File: src/rc_stick_command_and_arming_unit_defines.svh
// Assertion macros shared by the stick command and arming unit.
// Needs i_clk and i_rst_n in the scope where a macro is used.
`ifndef RC_STICK_COMMAND_AND_ARMING_UNIT_DEFINES_SVH
`define RC_STICK_COMMAND_AND_ARMING_UNIT_DEFINES_SVH
`ifndef SYNTHESIS
`define RCSA_ASSERT(lbl, prop, msg) \
    lbl: assert property (@(posedge i_clk) disable iff (!i_rst_n) (prop)) else $error(msg);
`define RCSA_ASSERT_NEXT(lbl, cond, nxt, msg) \
    lbl: assert property (@(posedge i_clk) disable iff (!i_rst_n) (cond) |=> (nxt)) \
        else $error(msg);
`else
`define RCSA_ASSERT(lbl, prop, msg)
`define RCSA_ASSERT_NEXT(lbl, cond, nxt, msg)
`endif
`endif

File: src/rcsa_pkg.sv
// Types, constants and register codes of the stick command and arming unit.
// No dependencies; every module of the unit imports it.
package rcsa_pkg;

    localparam int CH_W        = 16;
    localparam int HOLD_W      = 8;
    localparam int ANGLE_W     = 23;
    localparam int ACC_W       = 32;
    localparam int CFG_IDX_W   = 3;
    localparam int IN_DATA_W   = 120;
    localparam int OUT_DATA_W  = 120;
    localparam int QUEUE_DEPTH = 2;

    // Reset values of the configuration registers
    localparam logic [CH_W-1:0]   RST_STICK_CENTER = 16'd1500;
    localparam logic [CH_W-1:0]   RST_STICK_HIGH   = 16'd1800;
    localparam logic [CH_W-1:0]   RST_STICK_LOW    = 16'd1200;
    localparam logic [CH_W-1:0]   RST_ARM_THR_LOW  = 16'd1100;
    localparam logic [CH_W-1:0]   RST_KILL_THR     = 16'd1150;
    localparam logic [HOLD_W-1:0] RST_HOLD_FRAMES  = 8'd5;

    // Switch codes
    localparam logic [CH_W-1:0] MODE_STAB_CODE = 16'd1000;
    localparam logic [CH_W-1:0] MODE_ALT_CODE  = 16'd1500;
    localparam logic [CH_W-1:0] DISARM_CODE    = 16'd1000;

    // Integrator steps and limits
    localparam logic signed [ACC_W:0]   YAW_STEP    = 33'sd2;
    localparam logic signed [ACC_W:0]   HEIGHT_STEP = 33'sd1;
    localparam logic signed [ACC_W-1:0] ACC_MAX     = 32'sh7FFF_FFFF;
    localparam logic signed [ACC_W-1:0] ACC_MIN     = 32'sh8000_0000;

    // Angle scaling: |ch - center| * 256 / 25 through a reciprocal multiply
    localparam int           Q_FRAC_BITS = 8;
    localparam int           DIVISOR     = 25;
    localparam int           RECIP_W     = 28;
    localparam int           RECIP_SHIFT = 24;
    localparam int           QUOT_W      = 20;
    localparam logic [RECIP_W-1:0] RECIP_M = 28'd171798691; // floor(2^32 / 25)

    typedef enum logic [CFG_IDX_W-1:0] {
        CFG_STICK_CENTER = 3'd0,
        CFG_STICK_HIGH   = 3'd1,
        CFG_STICK_LOW    = 3'd2,
        CFG_ARM_THR_LOW  = 3'd3,
        CFG_KILL_THR     = 3'd4,
        CFG_HOLD_FRAMES  = 3'd5
    } t_cfg_idx;

    typedef enum logic [2:0] {
        ST_WAIT_LOW  = 3'd0,
        ST_WAIT_HIGH = 3'd1,
        ST_WAIT_LOW2 = 3'd2,
        ST_PREPARE   = 3'd3,
        ST_ARMED     = 3'd4,
        ST_EXIT      = 3'd5
    } t_arm_stage;

    typedef struct packed {
        logic [CH_W-1:0]   stick_center;
        logic [CH_W-1:0]   stick_high;
        logic [CH_W-1:0]   stick_low;
        logic [CH_W-1:0]   arm_thr_low;
        logic [CH_W-1:0]   kill_thr;
        logic [HOLD_W-1:0] hold_frames;
    } t_cfg;

    // One classified frame as it waits in the queue
    typedef struct packed {
        logic            ext_disarm;
        logic            yaw_hi;
        logic            yaw_lo;
        logic            thr_hi;
        logic            thr_lo;
        logic            thr_arm_lo;
        logic            kill;
        logic            mode_stab;
        logic            mode_alt;
        logic            disarm;
        logic            quick_arm;
        logic            roll_neg;
        logic [CH_W-1:0] roll_mag;
        logic            pitch_neg;
        logic [CH_W-1:0] pitch_mag;
    } t_item;

    typedef struct packed {
        logic signed [ANGLE_W-1:0] roll_sp;
        logic signed [ANGLE_W-1:0] pitch_sp;
        logic signed [ACC_W-1:0]   yaw_sp;
        logic signed [ACC_W-1:0]   height_sp;
        logic                      flight_mode;
        logic                      armed;
        logic                      alt_reset;
        t_arm_stage                stage;
    } t_result;

endpackage

File: src/rc_stick_command_and_arming_unit.sv
// Path: an accepted frame goes from the queue through stage register r_a to the result register.
// Throughput: one frame per cycle without m_axis stalls; the back-end arming sequencer and
// integrators update once per frame; queue and result register absorb stalls on either side.
// Reset: i_rst_n low at a clock edge clears the queue, pipeline valids, sequencer, integrators
// and flags, and loads the configuration registers with their defaults.
// Top level: configuration registers, front end, frame queue and back end.
// Depends on rcsa_pkg, rcsa_front, rcsa_queue and rcsa_back.
module rc_stick_command_and_arming_unit #(
    parameter int QUEUE_DEPTH = rcsa_pkg::QUEUE_DEPTH
) (
    input  logic                                 i_clk,
    input  logic                                 i_rst_n,
    // tdata from bit 0: roll_channel[15:0], pitch_channel[31:16], throttle_channel[47:32],
    // yaw_channel[63:48], mode_switch[79:64], disarm_switch[95:80], quick_arm[111:96],
    // outside_disarm[112], zero[119:113]
    input  logic                                 s_axis_tvalid,
    output logic                                 s_axis_tready,
    input  logic [rcsa_pkg::IN_DATA_W-1:0]       s_axis_tdata,
    // tdata from bit 0: roll_setpoint[22:0], pitch_setpoint[45:23], yaw_setpoint[77:46],
    // height_setpoint[109:78], flight_mode_out[110], armed_out[111], altitude_reset[112],
    // arm_stage_out[115:113], zero[119:116]
    output logic                                 m_axis_tvalid,
    input  logic                                 m_axis_tready,
    output logic [rcsa_pkg::OUT_DATA_W-1:0]      m_axis_tdata,
    input  logic                                 i_cfg_valid,
    output logic                                 o_cfg_ready,
    input  logic [rcsa_pkg::CFG_IDX_W-1:0]       i_cfg_index,
    input  logic [rcsa_pkg::CH_W-1:0]            i_cfg_data
);
    import rcsa_pkg::*;

    t_cfg    r_cfg;
    t_item   w_front_item;
    t_item   w_q_item;
    t_result w_result;
    logic    w_room;
    logic    w_push;
    logic    w_q_valid;
    logic    w_q_ready;

    assign o_cfg_ready = 1'b1;

    always_ff @(posedge i_clk) begin
        if (!i_rst_n) begin
            r_cfg.stick_center <= RST_STICK_CENTER;
            r_cfg.stick_high   <= RST_STICK_HIGH;
            r_cfg.stick_low    <= RST_STICK_LOW;
            r_cfg.arm_thr_low  <= RST_ARM_THR_LOW;
            r_cfg.kill_thr     <= RST_KILL_THR;
            r_cfg.hold_frames  <= RST_HOLD_FRAMES;
        end else if (i_cfg_valid) begin
            case (t_cfg_idx'(i_cfg_index))
                CFG_STICK_CENTER: r_cfg.stick_center <= i_cfg_data;
                CFG_STICK_HIGH:   r_cfg.stick_high   <= i_cfg_data;
                CFG_STICK_LOW:    r_cfg.stick_low    <= i_cfg_data;
                CFG_ARM_THR_LOW:  r_cfg.arm_thr_low  <= i_cfg_data;
                CFG_KILL_THR:     r_cfg.kill_thr     <= i_cfg_data;
                CFG_HOLD_FRAMES:  r_cfg.hold_frames  <= i_cfg_data[HOLD_W-1:0];
                default: begin
                    // drop writes to unmapped indexes
                end
            endcase
        end
    end

    rcsa_front u_front (
        .i_tvalid (s_axis_tvalid),
        .i_tdata  (s_axis_tdata),
        .i_cfg    (r_cfg),
        .i_room   (w_room),
        .o_tready (s_axis_tready),
        .o_push   (w_push),
        .o_item   (w_front_item)
    );

    rcsa_queue #(
        .DEPTH (QUEUE_DEPTH)
    ) u_queue (
        .i_clk   (i_clk),
        .i_rst_n (i_rst_n),
        .i_push  (w_push),
        .i_item  (w_front_item),
        .o_room  (w_room),
        .o_valid (w_q_valid),
        .i_ready (w_q_ready),
        .o_item  (w_q_item)
    );

    rcsa_back u_back (
        .i_clk         (i_clk),
        .i_rst_n       (i_rst_n),
        .i_q_valid     (w_q_valid),
        .o_q_ready     (w_q_ready),
        .i_q_item      (w_q_item),
        .i_hold_frames (r_cfg.hold_frames),
        .o_valid       (m_axis_tvalid),
        .i_ready       (m_axis_tready),
        .o_result      (w_result)
    );

    assign m_axis_tdata = {4'b0000, w_result.stage, w_result.alt_reset, w_result.armed,
                           w_result.flight_mode, w_result.height_sp, w_result.yaw_sp,
                           w_result.pitch_sp, w_result.roll_sp};

endmodule

File: src/rcsa_front.sv
// Front end: takes a frame off the input stream and classifies it.
// Depends on rcsa_pkg; feeds rcsa_queue.
module rcsa_front (
    input  logic                                 i_tvalid,
    input  logic [rcsa_pkg::IN_DATA_W-1:0]       i_tdata,
    input  rcsa_pkg::t_cfg                       i_cfg,
    input  logic                                 i_room,
    output logic                                 o_tready,
    output logic                                 o_push,
    output rcsa_pkg::t_item                      o_item
);
    import rcsa_pkg::*;

    logic [CH_W-1:0] w_roll;
    logic [CH_W-1:0] w_pitch;
    logic [CH_W-1:0] w_thr;
    logic [CH_W-1:0] w_yaw;
    logic [CH_W-1:0] w_aux1;
    logic [CH_W-1:0] w_aux2;
    logic [CH_W-1:0] w_aux6;

    assign w_roll  = i_tdata[15:0];
    assign w_pitch = i_tdata[31:16];
    assign w_thr   = i_tdata[47:32];
    assign w_yaw   = i_tdata[63:48];
    assign w_aux1  = i_tdata[79:64];
    assign w_aux2  = i_tdata[95:80];
    assign w_aux6  = i_tdata[111:96];

    assign o_tready = i_room;
    assign o_push   = i_tvalid && i_room;

    always_comb begin
        o_item.ext_disarm = i_tdata[112];
        o_item.yaw_hi     = w_yaw > i_cfg.stick_high;
        o_item.yaw_lo     = w_yaw < i_cfg.stick_low;
        o_item.thr_hi     = w_thr > i_cfg.stick_high;
        o_item.thr_lo     = w_thr < i_cfg.stick_low;
        o_item.thr_arm_lo = w_thr < i_cfg.arm_thr_low;
        o_item.kill       = (w_thr < i_cfg.kill_thr) && (w_yaw < i_cfg.stick_low);
        o_item.mode_stab  = w_aux1 == MODE_STAB_CODE;
        o_item.mode_alt   = w_aux1 == MODE_ALT_CODE;
        o_item.disarm     = w_aux2 == DISARM_CODE;
        o_item.quick_arm  = w_aux6 != '0;
        // split the roll and pitch offsets into sign and magnitude for the divider
        o_item.roll_neg   = w_roll < i_cfg.stick_center;
        o_item.roll_mag   = o_item.roll_neg ? (i_cfg.stick_center - w_roll)
                                            : (w_roll - i_cfg.stick_center);
        o_item.pitch_neg  = w_pitch < i_cfg.stick_center;
        o_item.pitch_mag  = o_item.pitch_neg ? (i_cfg.stick_center - w_pitch)
                                             : (w_pitch - i_cfg.stick_center);
    end

endmodule

File: src/rcsa_queue.sv
// Short queue of classified frames between the front and back ends.
// Depends on rcsa_pkg and the assertion macro header.
`include "rc_stick_command_and_arming_unit_defines.svh"
module rcsa_queue #(
    parameter int DEPTH = rcsa_pkg::QUEUE_DEPTH
) (
    input  logic            i_clk,
    input  logic            i_rst_n,
    input  logic            i_push,
    input  rcsa_pkg::t_item i_item,
    output logic            o_room,
    output logic            o_valid,
    input  logic            i_ready,
    output rcsa_pkg::t_item o_item
);
    import rcsa_pkg::*;

    localparam int PTR_W = (DEPTH > 1) ? $clog2(DEPTH) : 1;
    localparam int CNT_W = $clog2(DEPTH + 1);

    t_item              r_mem [DEPTH];
    logic [PTR_W-1:0]   r_wr;
    logic [PTR_W-1:0]   r_rd;
    logic [CNT_W-1:0]   r_count;
    logic [PTR_W-1:0]   n_wr;
    logic [PTR_W-1:0]   n_rd;
    logic [CNT_W-1:0]   n_count;
    logic               w_pop;

    assign o_room  = r_count != CNT_W'(DEPTH);
    assign o_valid = r_count != '0;
    assign o_item  = r_mem[r_rd];
    assign w_pop   = o_valid && i_ready;

    always_comb begin
        n_wr    = r_wr;
        n_rd    = r_rd;
        n_count = r_count;
        if (i_push) begin
            n_wr = (r_wr == PTR_W'(DEPTH - 1)) ? '0 : r_wr + 1'b1;
        end
        if (w_pop) begin
            n_rd = (r_rd == PTR_W'(DEPTH - 1)) ? '0 : r_rd + 1'b1;
        end
        if (i_push && !w_pop) begin
            n_count = r_count + 1'b1;
        end else if (!i_push && w_pop) begin
            n_count = r_count - 1'b1;
        end
    end

    always_ff @(posedge i_clk) begin
        if (!i_rst_n) begin
            r_wr    <= '0;
            r_rd    <= '0;
            r_count <= '0;
        end else begin
            r_wr    <= n_wr;
            r_rd    <= n_rd;
            r_count <= n_count;
        end
    end

    always_ff @(posedge i_clk) begin
        if (i_push) begin
            r_mem[r_wr] <= i_item;
        end
    end

    `RCSA_ASSERT(a_q_no_overflow, i_push |-> (r_count < CNT_W'(DEPTH)), "push into full queue")
    `RCSA_ASSERT_NEXT(a_q_count_up, i_push && !w_pop, r_count == $past(r_count) + 1'b1, "count lost a push")
    `RCSA_ASSERT_NEXT(a_q_count_down, w_pop && !i_push, r_count == $past(r_count) - 1'b1, "count lost a pop")

endmodule

File: src/rcsa_back.sv
// Back end: arming sequencer, integrators and angle scaling, then the result register.
// Depends on rcsa_pkg and the assertion macro header; fed by rcsa_queue.
`include "rc_stick_command_and_arming_unit_defines.svh"
module rcsa_back (
    input  logic                         i_clk,
    input  logic                         i_rst_n,
    input  logic                         i_q_valid,
    output logic                         o_q_ready,
    input  rcsa_pkg::t_item              i_q_item,
    input  logic [rcsa_pkg::HOLD_W-1:0]  i_hold_frames,
    output logic                         o_valid,
    input  logic                         i_ready,
    output rcsa_pkg::t_result            o_result
);
    import rcsa_pkg::*;

    localparam int PROD_W = CH_W + RECIP_W;
    localparam int NUM_W  = CH_W + Q_FRAC_BITS;

    typedef struct packed {
        logic                    roll_neg;
        logic [CH_W-1:0]         roll_mag;
        logic [QUOT_W-1:0]       roll_q0;
        logic                    pitch_neg;
        logic [CH_W-1:0]         pitch_mag;
        logic [QUOT_W-1:0]       pitch_q0;
        logic signed [ACC_W-1:0] yaw;
        logic signed [ACC_W-1:0] height;
        logic                    flight_mode;
        logic                    armed;
        logic                    alt_reset;
        t_arm_stage              stage;
    } t_stage_a;

    // Finish the division: one correction step, then apply the sign.
    function automatic logic signed [ANGLE_W-1:0] angle_fix(
        input logic              neg,
        input logic [CH_W-1:0]   mag,
        input logic [QUOT_W-1:0] q0
    );
        logic [NUM_W-1:0]   num;
        logic [NUM_W-1:0]   rem;
        logic [QUOT_W-1:0]  q;
        logic [ANGLE_W-1:0] qx;
        num = {mag, {Q_FRAC_BITS{1'b0}}};
        rem = num - NUM_W'(q0) * NUM_W'(DIVISOR);
        q   = (rem >= NUM_W'(DIVISOR)) ? q0 + 1'b1 : q0;
        qx  = ANGLE_W'(q);
        return neg ? -qx : qx;
    endfunction

    t_arm_stage              r_stage;
    t_arm_stage              n_stage;
    t_arm_stage              w_stage_eff;
    logic [HOLD_W-1:0]       r_cnt;
    logic [HOLD_W-1:0]       n_cnt;
    logic [HOLD_W-1:0]       w_cnt_inc;
    logic                    r_armed;
    logic                    n_armed;
    logic                    w_armed_pre;
    logic                    r_mode;
    logic                    n_mode;
    logic signed [ACC_W-1:0] r_yaw;
    logic signed [ACC_W-1:0] n_yaw;
    logic signed [ACC_W-1:0] r_height;
    logic signed [ACC_W-1:0] n_height;
    logic signed [ACC_W:0]   w_yaw_step;
    logic signed [ACC_W:0]   w_yaw_sum;
    logic signed [ACC_W:0]   w_height_step;
    logic signed [ACC_W:0]   w_height_sum;
    logic [PROD_W-1:0]       w_roll_prod;
    logic [PROD_W-1:0]       w_pitch_prod;
    t_stage_a                r_a;
    t_stage_a                n_a;
    logic                    r_a_valid;
    t_result                 r_out;
    t_result                 n_out;
    logic                    r_out_valid;
    logic                    w_out_ready;
    logic                    w_a_ready;
    logic                    w_pop;

    assign w_out_ready = !r_out_valid || i_ready;
    assign w_a_ready   = !r_a_valid || w_out_ready;
    assign w_pop       = i_q_valid && w_a_ready;
    assign o_q_ready   = w_a_ready;
    assign o_valid     = r_out_valid;
    assign o_result    = r_out;

    // Integrators, saturating at the 32-bit limits
    always_comb begin
        w_yaw_step = '0;
        if (i_q_item.yaw_hi) begin
            w_yaw_step = -YAW_STEP;
        end else if (i_q_item.yaw_lo) begin
            w_yaw_step = YAW_STEP;
        end
        w_yaw_sum = {r_yaw[ACC_W-1], r_yaw} + w_yaw_step;
        if (w_yaw_sum[ACC_W] != w_yaw_sum[ACC_W-1]) begin
            n_yaw = w_yaw_sum[ACC_W] ? ACC_MIN : ACC_MAX;
        end else begin
            n_yaw = w_yaw_sum[ACC_W-1:0];
        end

        w_height_step = '0;
        if (i_q_item.mode_alt && i_q_item.thr_hi) begin
            w_height_step = HEIGHT_STEP;
        end else if (i_q_item.mode_alt && i_q_item.thr_lo) begin
            w_height_step = -HEIGHT_STEP;
        end
        w_height_sum = {r_height[ACC_W-1], r_height} + w_height_step;
        if (w_height_sum[ACC_W] != w_height_sum[ACC_W-1]) begin
            n_height = w_height_sum[ACC_W] ? ACC_MIN : ACC_MAX;
        end else begin
            n_height = w_height_sum[ACC_W-1:0];
        end
    end

    // Mode switch and the switch-driven arm flag, ahead of the sequencer
    always_comb begin
        n_mode = r_mode;
        if (i_q_item.mode_stab) begin
            n_mode = 1'b0;
        end else if (i_q_item.mode_alt) begin
            n_mode = 1'b1;
        end
        w_armed_pre = r_armed && !i_q_item.ext_disarm && !i_q_item.disarm;
        if (i_q_item.quick_arm && n_mode) begin
            w_armed_pre = 1'b1;
        end
    end

    // Kill sends the sequencer to exit, which runs in the same frame
    assign w_stage_eff = i_q_item.kill ? ST_EXIT : r_stage;
    assign w_cnt_inc   = r_cnt + 1'b1;

    // Arming sequencer: next stage
    always_comb begin
        n_stage = w_stage_eff;
        case (w_stage_eff)
            ST_WAIT_LOW: begin
                if (i_q_item.thr_arm_lo) n_stage = ST_WAIT_HIGH;
            end
            ST_WAIT_HIGH: begin
                if (i_q_item.thr_hi && (w_cnt_inc > i_hold_frames)) n_stage = ST_WAIT_LOW2;
            end
            ST_WAIT_LOW2: begin
                if (i_q_item.thr_arm_lo) n_stage = ST_PREPARE;
            end
            ST_PREPARE: begin
                n_stage = ST_ARMED;
            end
            ST_ARMED: begin
                if (!w_armed_pre) n_stage = ST_EXIT;
            end
            ST_EXIT: begin
                n_stage = ST_WAIT_LOW;
            end
            default: begin
                n_stage = ST_EXIT;
            end
        endcase
    end

    // Arming sequencer: flag and high-frame counter
    always_comb begin
        n_cnt   = r_cnt;
        n_armed = w_armed_pre;
        case (w_stage_eff)
            ST_WAIT_HIGH: begin
                if (i_q_item.thr_hi) begin
                    n_cnt = (w_cnt_inc > i_hold_frames) ? '0 : w_cnt_inc;
                end
            end
            ST_PREPARE: begin
                n_armed = 1'b1;
            end
            ST_EXIT: begin
                n_armed = 1'b0;
            end
            default: begin
                n_armed = w_armed_pre;
            end
        endcase
    end

    assign w_roll_prod  = PROD_W'(i_q_item.roll_mag) * PROD_W'(RECIP_M);
    assign w_pitch_prod = PROD_W'(i_q_item.pitch_mag) * PROD_W'(RECIP_M);

    always_comb begin
        n_a.roll_neg    = i_q_item.roll_neg;
        n_a.roll_mag    = i_q_item.roll_mag;
        n_a.roll_q0     = w_roll_prod[RECIP_SHIFT +: QUOT_W];
        n_a.pitch_neg   = i_q_item.pitch_neg;
        n_a.pitch_mag   = i_q_item.pitch_mag;
        n_a.pitch_q0    = w_pitch_prod[RECIP_SHIFT +: QUOT_W];
        n_a.yaw         = n_yaw;
        n_a.height      = n_height;
        n_a.flight_mode = n_mode;
        n_a.armed       = n_armed;
        n_a.alt_reset   = i_q_item.kill;
        n_a.stage       = n_stage;
    end

    always_comb begin
        n_out.roll_sp     = angle_fix(r_a.roll_neg, r_a.roll_mag, r_a.roll_q0);
        n_out.pitch_sp    = angle_fix(r_a.pitch_neg, r_a.pitch_mag, r_a.pitch_q0);
        n_out.yaw_sp      = r_a.yaw;
        n_out.height_sp   = r_a.height;
        n_out.flight_mode = r_a.flight_mode;
        n_out.armed       = r_a.armed;
        n_out.alt_reset   = r_a.alt_reset;
        n_out.stage       = r_a.stage;
    end

    always_ff @(posedge i_clk) begin
        if (!i_rst_n) begin
            r_stage     <= ST_WAIT_LOW;
            r_cnt       <= '0;
            r_armed     <= 1'b0;
            r_mode      <= 1'b0;
            r_yaw       <= '0;
            r_height    <= '0;
            r_a_valid   <= 1'b0;
            r_out_valid <= 1'b0;
        end else begin
            if (w_pop) begin
                r_stage  <= n_stage;
                r_cnt    <= n_cnt;
                r_armed  <= n_armed;
                r_mode   <= n_mode;
                r_yaw    <= n_yaw;
                r_height <= n_height;
            end
            if (w_a_ready) begin
                r_a_valid <= i_q_valid;
            end
            if (w_out_ready) begin
                r_out_valid <= r_a_valid;
            end
        end
    end

    always_ff @(posedge i_clk) begin
        if (w_pop) begin
            r_a <= n_a;
        end
        if (w_out_ready && r_a_valid) begin
            r_out <= n_out;
        end
    end

    `RCSA_ASSERT_NEXT(a_prepare_arms, w_pop && r_stage == ST_PREPARE && !i_q_item.kill, r_stage == ST_ARMED && r_armed, "prepare did not arm")
    `RCSA_ASSERT_NEXT(a_kill_disarms, w_pop && i_q_item.kill, r_stage == ST_WAIT_LOW && !r_armed, "kill left the unit armed")
    `RCSA_ASSERT(a_reset_pulse_disarmed, (r_out_valid && r_out.alt_reset) |-> !r_out.armed, "altitude reset while armed")

endmodule

File: config.mk
export PLATFORM = sky130hd
export DESIGN_NAME = rc_stick_command_and_arming_unit
export DESIGN_NICKNAME = d
export VERILOG_FILES = /design/src/rcsa_pkg.sv /design/src/rc_stick_command_and_arming_unit.sv /design/src/rcsa_front.sv /design/src/rcsa_queue.sv /design/src/rcsa_back.sv
export VERILOG_INCLUDE_DIRS = /design/src /design/src/src
export SDC_FILE = /design/constraint.sdc
export NUM_CORES = 2
export LEC_CHECK = 0
export BUFFER_PORTS_ARGS = -buffer_cell sky130_fd_sc_hd__buf_2
export CAP_MARGIN = 20
export CORE_UTILIZATION = 35
export DETAILED_ROUTE_END_ITERATION = 7
export SKIP_CTS_REPAIR_TIMING = 1
export SYNTH_ARGS = -nofsm -noshare
export SYNTH_HDL_FRONTEND = slang
export SYNTH_HIERARCHICAL = 1
export SYNTH_SLANG_ARGS = --single-unit
File: constraint.sdc
create_clock -name i_clk -period 8.2 [get_ports i_clk]
set_input_delay 2.46 -clock i_clk [delete_from_list [all_inputs] [get_ports i_clk]]
set_output_delay 2.46 -clock i_clk [all_outputs]
set_load 0.005 [all_outputs]
== After elaboration in Yosys (flattened, before gate mapping) ==
Memories as Yosys holds them, arrays and structs flattened. A register that Yosys moved wholly into a read port is not among the register bits.
Cells that the tools add are included.
Word-level totals
  register bits: 431
  latch bits: 0
  bits in writable memories: 90
  bits in read-only memories: 0
  bits of input ports: 144
  memories kept: 1
Cells by class
  $add $sub $neg: 17
  multiply operators: 4
  div/mod/pow operators: 0
  magnitude comparators: 11
  equality and inequality tests: 16
  shift operators: 0
  multiplexer cells: 33
  bitwise gates (word level): 0
  reduce and logical (&&, ||, !) cells: 32
Memory list
  u_queue.r_mem: words 2, width 45, read ports 1, clocked after memory_dff 1, write ports 1, line rcsa_queue.sv:21  | t_item r_mem [DEPTH];
Operators with widths (number)
  32-bit two-way mux: 4
  33-bit two-way mux: 3
  16-bit < comparator: 6
  16-bit by 28-bit multiplier with 44-bit output (second input constant): 2
  20-bit two-way mux: 4
  33-bit adder: 2
  16-bit subtractor: 4
  24-bit by 5-bit >= comparator with 1-bit output (second input constant): 2
  20-bit by 5-bit multiplier with 24-bit output (second input constant): 2
  24-bit subtractor: 2
  20-bit negation with 23-bit output: 2
  20-bit by 1-bit adder with 20-bit output (second input constant): 2
  16-bit by 10-bit == test with 1-bit output (second input constant): 2
  16-bit > comparator: 2
  16-bit two-way mux: 2
  3-bit case mux with 6 select lines: 1
  16-bit by 11-bit == test with 1-bit output (second input constant): 1
  16-bit nonzero test: 1
  3-bit two-way mux: 5
  3-bit by 2-bit == test with 1-bit output (second input constant): 4
  3-bit == test (second input constant): 4
  1-bit logical AND: 12
  2-bit AND reduction: 6
  1-bit two-way mux: 9
  16 further kinds: 29

== Logic depth before layout (Yosys ltp) ==
  word-level depth: 7
  depth in mapped cells: 28
  mapped depth without buffers: 26

== By module ==
The synthesis kept the hierarchy.
By module, submodules not included
  rcsa_back: times used 1, cells an instance 3481, area an instance 35152.5 um^2
  rcsa_front: times used 1, cells an instance 731, area an instance 5346.4 um^2
  rcsa_queue: times used 1, cells an instance 162, area an instance 3464.6 um^2
  rc_stick_command_and_arming_unit: times used 1, cells an instance 327, area an instance 3398.3 um^2

== Worst setup path after synthesis ==
Ideal clock, no wire load.
  path type: input to register
  from: input m_axis_tready
  to: register u_back.r_out (netlist bit u_back/o_result[0]) (enable)
  setup time: 0.606 ns
  arrival: 7.672 ns
  required time: 7.594 ns
  setup slack: -0.078 ns
  stages: 2
  cells stage by stage: nor2b_1 > nor2b_1
Between the ends
  cells in the longest elaborated chain, start to end: 2
Ends and longest elaborated chain
  from (decl): line rc_stick_command_and_arming_unit.sv:23  | input logic m_axis_tready,
  1-bit logical OR: line rcsa_back.sv:83  | assign w_out_ready = !r_out_valid || i_ready;
  1-bit logical AND: line rcsa_back.sv:248  | if (w_out_ready && r_a_valid) begin
  to (signal assigned): line rcsa_back.sv:249  | r_out <= n_out;
  to (decl): line rcsa_back.sv:76  | t_result r_out;
Every way passes these cells.
A chain may end at the register's enable or synchronous reset.

==> run summary <==
• **compound-gate portion of the synthesized area** 11.7%
• **leading cell type in the layout, fill and taps excluded** sky130_fd_sc_hd__inv_1
• **post-synthesis average cell area** 10.1 µm²
• **number of warnings issued by yosys** 6
• **commonest cells after routing, fill and taps aside** sky130_fd_sc_hd__inv_1 (756), sky130_fd_sc_hd__ha_1 (715), sky130_fd_sc_hd__edfxtp_1 (350)
• **area occupied by multi-input gates** 0.0301 mm²
• **number of nets in the final layout** 6143
• **post-synthesis share of cell area spent on full adders, half adders and majority gates** 33.4%
• **total standard cell area after synthesis** 0.0474 mm²
• **Die Wd** 370 µm
• **ordered cell list for the critical path** buf_4 -> mux2_1 -> ha_1 -> inv_1 -> fa_1 -> inv_1 -> fa_1 -> fa_1 -> fa_1 -> ha_1 -> a21o_1 -> a21o_1 -> a21oi_1 -> o22ai_1 -> a21oi_1 -> a21oi_1 -> a221oi_1 -> o21ai_0 -> a221oi_1 -> o21ai_0 -> a21oi_1 -> xnor2_1
• **Critical Setup Path Class** reg2reg
• **status** finished with violations
• **number of distinct standard cells referenced by the synthesized netlist** 103
• **average detailed-routed wire length per instance** 17.2 µm
• **final-layout setup total negative slack** 0 ns
• **maximum level of the CTS H-tree** 2
• **number of search-and-repair iterations in the first detailed-routing pass** 8
• **pin count of the biggest net entering global routing** 117
• **count of unresolved DRC violations after routing** 14
• **multiplexer share of the synthesized area** 3.44%
• **depth of the worst hold-timing path** 0
• **number of global-route vias before repair** 34077
• **share of the clock period used by the worst path** 94.1%
• **Post-synth EDFFs** 350
• **CTS Root Cell** sky130_fd_sc_hd__clkbuf_16
• **fraction of final layout cells sized beyond drive strength 1** 9.42%
• **Clock Skews** 0.0760 ns
• **r2r endpoint** u_back/r_a[126]$_DFFE_PP_
• **source of the worst hold timing path** u_back/n_out[57]$_DFFE_PP_
• **clock tree from TritonCTS** done
• **total length of routed wires** 117 mm
• **non-filler instance count after layout** 6778
• **Max-Slew Margin vs Limit** 30.1%
• **library cell contributing the largest single delay on the critical path** sky130_fd_sc_hd__mux2_1
• **global-route wire length before repair** 185 mm
• **violated checks** DRC
• **layout overhead on the synthesized area** 11.9%
• **fraction of the mapped netlist area in simple logic gates** 10.6%
• **setup slack, reg-to-reg** 0.48 ns
• **Post-Syn Instances** 4701
• **vertical die dimension** 370 µm
• **Top FF cell, synth** sky130_fd_sc_hd__edfxtp_1
• **Ports** 267
• **final hold viol count** 0
• **Tmin final** 7.72 ns
• **Starting Density** 35.4%
• **vias after detailed routing** 33860
• **Core Rows** 134
• **sort of element at the end of the critical path** flip-flop
• **CP top delay family** compound AO/OA/AOI/OAI gates
• **post-synthesis xor/xnor area fraction** 4.20%
• **antenna violations before repair** 33
• **combinational family with the most area after synthesis** adder cells
• **flop and latch count out of synthesis** 522
• **number of port buffers** 254
• **Antenna Nets Post-Route** 0
• **number of gates on the worst path with buffers counted** 22
• **launching element type of the critical path** flip-flop
• **unrepaired setup endpoints after global routing** false
• **clock-pin slew on the worst setup and hold paths** 0.06 ns
• **number of DRC markers after the initial detailed-route iteration** 1918
• **final max-slew violation count** 0
• **Achievable Freq** 130 MHz
• **Num Clock Sinks** 522
• **total die area** 0.137 mm²
• **# setup viols final** 0
• **sequential-to-total area share from yosys stat** 29.5%
• **buffer depth of the longest clock path** 3
• **required time of the critical path** 8.62 ns
• **placer's final routability congestion estimate** 0.899
• **clock latency reported for the late side of the worst-skew pair** 0.69 ns
• **worst slew pin tran** 1.02 ns
• **sequential cell area** 0.0140 mm²
• **total routing resource utilization after global routing** 17.0%
• **Worst path max stage delay** 0.60 ns
• **combined buffer and inverter count along the critical path** 3
• **Async S/R FF share, synth** 0%
• **DP Cell Count** 6653
• **Std-Cell Core Area** 0.134 mm²
• **Arrival @ worst endpoint** 8.14 ns
• **number of max-capacitance violations reported** 0
• **Worst Reg2Reg Path Length in Cells** 22
• **biggest fanout along the worst timing path** 11
• **vias per inst** 5.00
• **global route total overflow** 0
• **total of fill cells in the finished design** 13268
• **Detail Placement HPWL** 92.8 mm
• **Hold/Removal Path Class** reg2reg
• **endpoint of the worst hold-timing path** u_back/o_result[57]$_DFFE_PP_
• **total clock buffers created by CTS** 61
-- worst max-delay path by stage --
stage	end	slack, ns
floorplan	u_back/n_out[0]$_DFFE_PP_	0.43
global placement	u_back/r_a[126]$_DFFE_PP_	0.56
detailed placement	u_back/r_a[126]$_DFFE_PP_	0.54
CTS	u_back/r_a[126]$_DFFE_PP_	0.50
global route	u_back/r_a[126]$_DFFE_PP_	0.06
finish	u_back/r_a[126]$_DFFE_PP_	0.48
-- layer usage --
layer	wire length [µm]	vias up	global-route usage, %
met4	2250	18	3.70
met2	54100	643	28.1
met1	54700	16365	23.1
met5	116	-	0
li1	-	16677	-
met3	5540	157	2.77
-- cells by family after synthesis --
logic type | count (synthesis)
fa+ha+maj | 1067
simple gates | 996
buf+inv | 875
compound gates | 855
flops | 522
xor+xnor | 227
mux | 157
other cells | 2
-- stage by stage --
stage,utilization [%],cell area [µm²],hold slack [ns],setup slack (ns)
4_1_cts,39.6,52900,0.421,0.501
5_1_grt,39.6,53000,0.427,0.0648
3_5_place_dp,37.9,50700,0.405,0.540
6_report,39.6,53000,0.418,0.480
2_1_floorplan,-,47400,0.400,0.428
3_3_place_gp,37.9,50700,0.402,0.563
-- final cells by class --
| class | count | area share, % |
|---|---|---|
| multi-input cells | 3307 | 56.8 |
| flip-flops and latches | 522 | 26.3 |
| inverters | 758 | 5.38 |
| well taps | 1768 | 4.17 |
| repair buffers | 300 | 3.15 |
| clock buffers | 74 | 3.09 |
| clock inverters | 41 | 1.04 |
| diodes | 8 | 0.0378 |
-- state kept, by name, summed over array words and instances (netlist names), 2 cells and up, named ones only --
name	count
u_back/o_result	116
u_queue/r_mem	90
r_cfg	88
u_back/r_a	74
u_back/n_out	70
u_back/r_height	32
u_back/r_yaw	32
u_back/r_cnt	8
u_back/r_stage	3
u_queue/r_count	2
-- Yosys cell counts, drive strengths merged (35+ instances only) --
| cell type | n | share of area [%] |
|---|---|---|
| a21o | 109 | 1.7 |
| a21oi | 228 | 2.5 |
| a31oi | 35 | 0.48 |
| and3 | 39 | 0.52 |
| buf | 38 | 0.52 |
| clkbuf | 79 | 0.63 |
| dfxtp | 172 | 7.3 |
| edfxtp | 350 | 22 |
| fa | 334 | 14 |
| ha | 715 | 19 |
| inv | 758 | 6.0 |
| mux2 | 48 | 1.1 |
| mux2i | 109 | 2.3 |
| nand2 | 272 | 2.2 |
| nand2b | 47 | 0.62 |
| nand3 | 61 | 0.64 |
| nand4 | 44 | 0.59 |
| nor2 | 225 | 1.8 |
| nor2b | 90 | 1.2 |
| nor3 | 59 | 0.62 |
| o21a | 36 | 0.57 |
| o21ai | 215 | 2.3 |
| xnor2 | 152 | 2.8 |
| xor2 | 75 | 1.4 |
-- worst reg2reg max path, delay by kind of cell, from the launching register on --
kind | cells | cell delay [ns]
buffers and inverters | 3 | 0.41
AOI/OAI and AO/OA | 11 | 3.02
muxes | 1 | 0.60
adders and majority gates | 6 | 2.83
xor gates and xnor gates | 1 | 0.08
DFF | 1 | 0.50
Power is left out: the tool's default activity adds up to more than one toggle a clock period on the data nets, which glitch-free logic cannot reach.
